`src/hw/rtl/sgks_ram.sv`:
```
// Generic single-port RAM with registered read.
module sgks_ram #(
    parameter int Width = 8,
    parameter int Depth = 16
) (
    input  logic                     i_clk,
    input  logic                     i_we,
    input  logic [$clog2(Depth)-1:0] i_addr,
    input  logic [Width-1:0]         i_wdata,
    output logic [Width-1:0]         o_rdata
);
    logic [Width-1:0] r_mem [Depth];
    logic [Width-1:0] r_rdata;

    // Read-first port: a read in a write cycle returns the old data; read data registered.
    always_ff @(posedge i_clk) begin
        if (i_we) begin
            r_mem[i_addr] <= i_wdata;
        end
        r_rdata <= r_mem[i_addr];
    end
    assign o_rdata = r_rdata;
endmodule

```
`config.mk`:
```
export PLATFORM = sky130hd
export DESIGN_NAME = sgks_ram
export DESIGN_NICKNAME = d
export VERILOG_FILES = /design/src/hw/rtl/sgks_ram.sv
export SDC_FILE = /design/constraint.sdc
export NUM_CORES = 1
export LEC_CHECK = 0
export BUFFER_PORTS_ARGS = -buffer_cell sky130_fd_sc_hd__buf_2
export CAP_MARGIN = 15
export CORE_MARGIN = 2
export CORE_UTILIZATION = 45
export CTS_CLUSTER_SIZE = 12
export DETAILED_ROUTE_END_ITERATION = 8
export PLACE_DENSITY = 0.64
export RECOVER_POWER = 50
export SETUP_SLACK_MARGIN = 0.3
export SYNTH_ARGS = -nofsm -noshare
export SYNTH_HDL_FRONTEND = slang
export SYNTH_SLANG_ARGS = --single-unit
```
`constraint.sdc`:
```
create_clock -name i_clk -period 1.9 [get_ports i_clk]
set_input_delay 0.285 -clock i_clk [delete_from_list [all_inputs] [get_ports i_clk]]
set_output_delay 0.285 -clock i_clk [all_outputs]
set_load 0.1 [all_outputs]
```
# Word level (Yosys, flattened, before mapping)

Memories as Yosys holds them, arrays and structs flattened. A register that Yosys moved wholly into a read port is not among the register bits.
Cells that the tools add are included.

Logic and storage cells: 3
Register bits: 0
Bits of input ports: 14
Output and inout bits: 8
Memory bits (writable): 128
Memories kept: 1

Muxes and demuxes: 2

Memory list:

| name  | depth | bits a word | rd ports | clocked after memory_dff | wr ports | RTL line | RTL |
|---|---|---|---|---|---|---|---|
| r_mem | 16    | 8           | 1        | 1                        | 1        | 12       | `logic [Width-1:0] r_mem [Depth];` |

Operators with widths:

| operator          | number |
|---|---|
| 1-bit two-way mux | 2 |

# Logic depth before layout (Yosys ltp)

Word-level depth: 2
Mapped depth: 5
Depth with buffers taken out: 3

# Worst setup path after synthesis

OpenSTA, ideal clock, no wires.

Kind: input to register
Start: in i_addr[2]
End: mem r_mem[0][0] (enable)
Data arrival time: 1,395 ps
Slack: 122 ps
Setup time: 383 ps
Buffers on the path: 0
Required time: 1,517 ps
Stages on the path: 2
Path through: or3b_2 > nor3_1

RTL lines:

| what               | RTL line | RTL |
|---|---|---|
| start: declaration | 8        | `input logic [$clog2(Depth)-1:0] i_addr,` |
| end: declaration   | 12       |  |

No word-level cell before the write port.

# Final worst setup path

Start: reg r_rdata[1] (netlist: o_rdata[1]), read port of r_mem
End: out o_rdata[1]

RTL lines:

| what               | RTL line | RTL |
|---|---|---|
| start: declaration | 13       | `logic [Width-1:0] r_rdata;` |
| end: declaration   | 10       | `output logic [Width-1:0] o_rdata` |

No word-level cell between the ends.

==> impl_metrics.env <==
export IMPL_skew_ns=0.00517
export IMPL_die_h_um=110
export IMPL_gr_total_overflow=0
export IMPL_h_tree_depth=4
export IMPL_yosys_area_share_adder=0
export IMPL_firstDrtPassIters=4
export IMPL_viasPerCell=5.48
export IMPL_gp_congestion=0.770
export IMPL_crit_buf_inv=1
export IMPL_wire_per_inst_um=22.6
export IMPL_rr_endpoint="o_rdata[5]$_DFF_P_"
export IMPL_drive_gt1_frac=0.356
export IMPL_endpoint="o_rdata[1]"
export IMPL_min_path_type="in2reg"
export IMPL_slowest_stage="buf_2"
export IMPL_hold_violations=0
export IMPL_tightest_slew_ns=0.687
export IMPL_layout_common_cells="128 x edfxtp_1, 32 x mux4_2, 27 x buf_4"
export IMPL_antenna_found_initial=0
export IMPL_synth_area_leaders="edfxtp_1 76%, mux4_2 14%, dfxtp_1 3.2%, a22oi_1 2.4%, nor2_1 0.96%"
export IMPL_final_instance_count_excl_fill=443
export IMPL_final_setup_tns_ns=0
export IMPL_grt_use_total=0.184
export IMPL_clock_fmax_mhz=663
export IMPL_rsz0062_at_grt="false"
export IMPL_sequentialPowerShare=0.452
export IMPL_grt_pass1_wl_um=15200
export IMPL_p_per_area_nw_per_um2=1200
export IMPL_ctsHoldBuffers=0
export IMPL_cts_buffers=17
export IMPL_clk_path_buf_depth=2
export IMPL_p_leak_nw=2.07
export IMPL_pwr_share_clk=0.485
export IMPL_initial_core_util=0.463
export IMPL_grt_max_degree=28
export IMPL_yosys_warnings=0
export IMPL_path_max_fanout=1
export IMPL_cts_sinks=136
export IMPL_mostFrequentLayoutCell="edfxtp_1"
export IMPL_syn_nets=244
export IMPL_drc=0
export IMPL_synthCells=230
export IMPL_num_vias=2426
export IMPL_cts_setup_buffers=0
export IMPL_synth_largest_area_cell="edfxtp_1"
export IMPL_cts_tree="yes"
export IMPL_cp_depth=1
export IMPL_synth_xor_area_frac=0
export IMPL_min_period_ns=1.51
export IMPL_core_rowCount=38
export IMPL_worstSetupStartpoint="o_rdata[1]$_DFF_P_"
export IMPL_crit_family="buffers and inverters"
export IMPL_clk_pin_slew_ns=0.06
export IMPL_setup_violations_final=0
export IMPL_synth_top_area_share=0.759
export IMPL_syn_to_final_growth_pct=22.4
export IMPL_nNetsFinal=304
export IMPL_status="complete, no violations"
export IMPL_synth_cell_types=18
export IMPL_dp_hpwl_um=6310
export IMPL_postRouteAntennaNets=0
export IMPL_yosysSeqAreaShare=0.790
export IMPL_ir_drop_mv=0.599
export IMPL_clkLatencyLatePin_ns=0.40
export IMPL_required_ns=1.62
export IMPL_die_area_sq_um=12100
export IMPL_maxCapViolCount=0
export IMPL_cp_start_kind="flop"
export IMPL_numPlacedInstances=411
export IMPL_end_kind="output pin"
export IMPL_fp_coreArea_sq_um=10900
export IMPL_p_int_w=0.00595
export IMPL_power_frac_comb=0.062
export IMPL_synth_top_family_by_area="multiplexers"
export IMPL_worstSetupPathType="reg2out"
export IMPL_ys_ff_latch=136
export IMPL_synth_simple_area_share=0.0321
export IMPL_rr_worst_depth=3
export IMPL_r2r_slack_ns=0.48
export IMPL_diodes=0
export IMPL_grt_pass1_vias=2583
export IMPL_critPathArrivalTime_ns=1.22
export IMPL_avgSynthCellArea_sq_um=22.0
export IMPL_n_fill_cell=815
export IMPL_max_stage_delay_ns=0.45
export IMPL_post_route_period_util=0.794
export IMPL_crit_chain="buf_2"
export IMPL_io_pins=22
export IMPL_synth_compound_area_frac=0.0237
export IMPL_syn_area_sq_um=5070
export IMPL_reg2reg_from="r_mem[2][5]$_DFFE_PP_"
export IMPL_cts_resized=0
export IMPL_swShare=0.203
export IMPL_drt_iter0_drc=187
export IMPL_p_switching_w=0.00152
export IMPL_fp_dieW_um=110
export IMPL_root_buffer="clkbuf_16"
export IMPL_synth_area_mux_share=0.142
export IMPL_port_buffers=21
export IMPL_postRouteWirelength_um=10000
export IMPL_maxSlewViolCount=0
export IMPL_relSlewSlack=0.542
-- per-stage QoR --
| step | setup slack (ns) | hold WS [ns] | utilization | power (W) | cell area, sq um |
|---|---|---|---|---|---|
| after global placement | 0.124 | 0.657 | 0.509 | 0.00390 | 5560 |
| after detailed placement | 0.0957 | 0.675 | 0.509 | 0.00391 | 5560 |
| final | 0.391 | 0.400 | 0.567 | 0.00746 | 6200 |
| after global routing | 0.380 | 0.444 | 0.567 | 0.00769 | 6200 |
| after floorplan | 0.177 | 0.384 | - | 0.00375 | 5080 |
| after CTS | 0.374 | 0.259 | 0.569 | 0.00753 | 6220 |
-- worst min-delay path by stage --
stage	cells after the start	slack (ns)	from	to
after floorplan	0	0.38	i_wdata[0]	r_mem[0][0]$_DFFE_PP_
after global placement	3	0.66	r_mem[12][7]$_DFFE_PP_	o_rdata[7]$_DFF_P_
after detailed placement	3	0.67	r_mem[12][5]$_DFFE_PP_	o_rdata[5]$_DFF_P_
after CTS	1	0.26	i_wdata[7]	r_mem[4][7]$_DFFE_PP_
after global routing	1	0.44	i_wdata[6]	r_mem[6][6]$_DFFE_PP_
final	1	0.40	i_wdata[6]	r_mem[5][6]$_DFFE_PP_
-- power by group through the flow --
| stage | registers (W) | logic [W] | clock network, W |
|---|---|---|---|
| 2_1_floorplan | 0.00358 | 0.000175 | 0 |
| 3_3_place_gp | 0.00343 | 0.000470 | 0 |
| 3_5_place_dp | 0.00344 | 0.000475 | 0 |
| 4_1_cts | 0.00338 | 0.000478 | 0.00368 |
| 5_1_grt | 0.00338 | 0.000498 | 0.00381 |
| 6_report | 0.00338 | 0.000466 | 0.00362 |
-- registers in the layout, summed over array words and instances, names as in the netlist --
name and flops:
r_mem 128, o_rdata 8
-- layout make-up --
type	instances	area, sq um	share of cell area
multi-input combinational	83	1020	0.165
tap	140	175	0.0282
clock buffer	18	429	0.0692
clock inverter	14	229	0.0369
timing repair buffer	52	344	0.0555
sequential	136	4000	0.646
-- kinds of logic after synthesis --
family | count (synthesis)
multiplexers | 32
AND/OR/NAND/NOR | 35
AO/OA/AOI/OAI | 16
buffers and inverters | 11
flip-flops | 136
-- Yosys cell counts (all sizes together) --
| cell type | n |
|---|---|
| nor2b | 2 |
| nand2b | 2 |
| and2 | 1 |
| dfxtp | 8 |
| or3b | 1 |
| edfxtp | 128 |
| nand2 | 9 |
| clkbuf | 3 |
| nor2 | 13 |
| buf | 8 |
| a22oi | 16 |
| nand3b | 2 |
| nand3 | 1 |
| mux4 | 32 |
| nor3 | 4 |
-- per-layer routing --
metal  wire (um)  part of all wire  vias to the layer above  global-route usage
met2        5120              0.51                       74               0.290
met5           0                 0                        -                   0
met3         560             0.056                        8              0.0541
met1        4140              0.41                     1264               0.244
li1            -                 -                     1080                   -
met4         167             0.017                        0              0.0732
No activity file was read; power rests on OpenSTA's default activity.
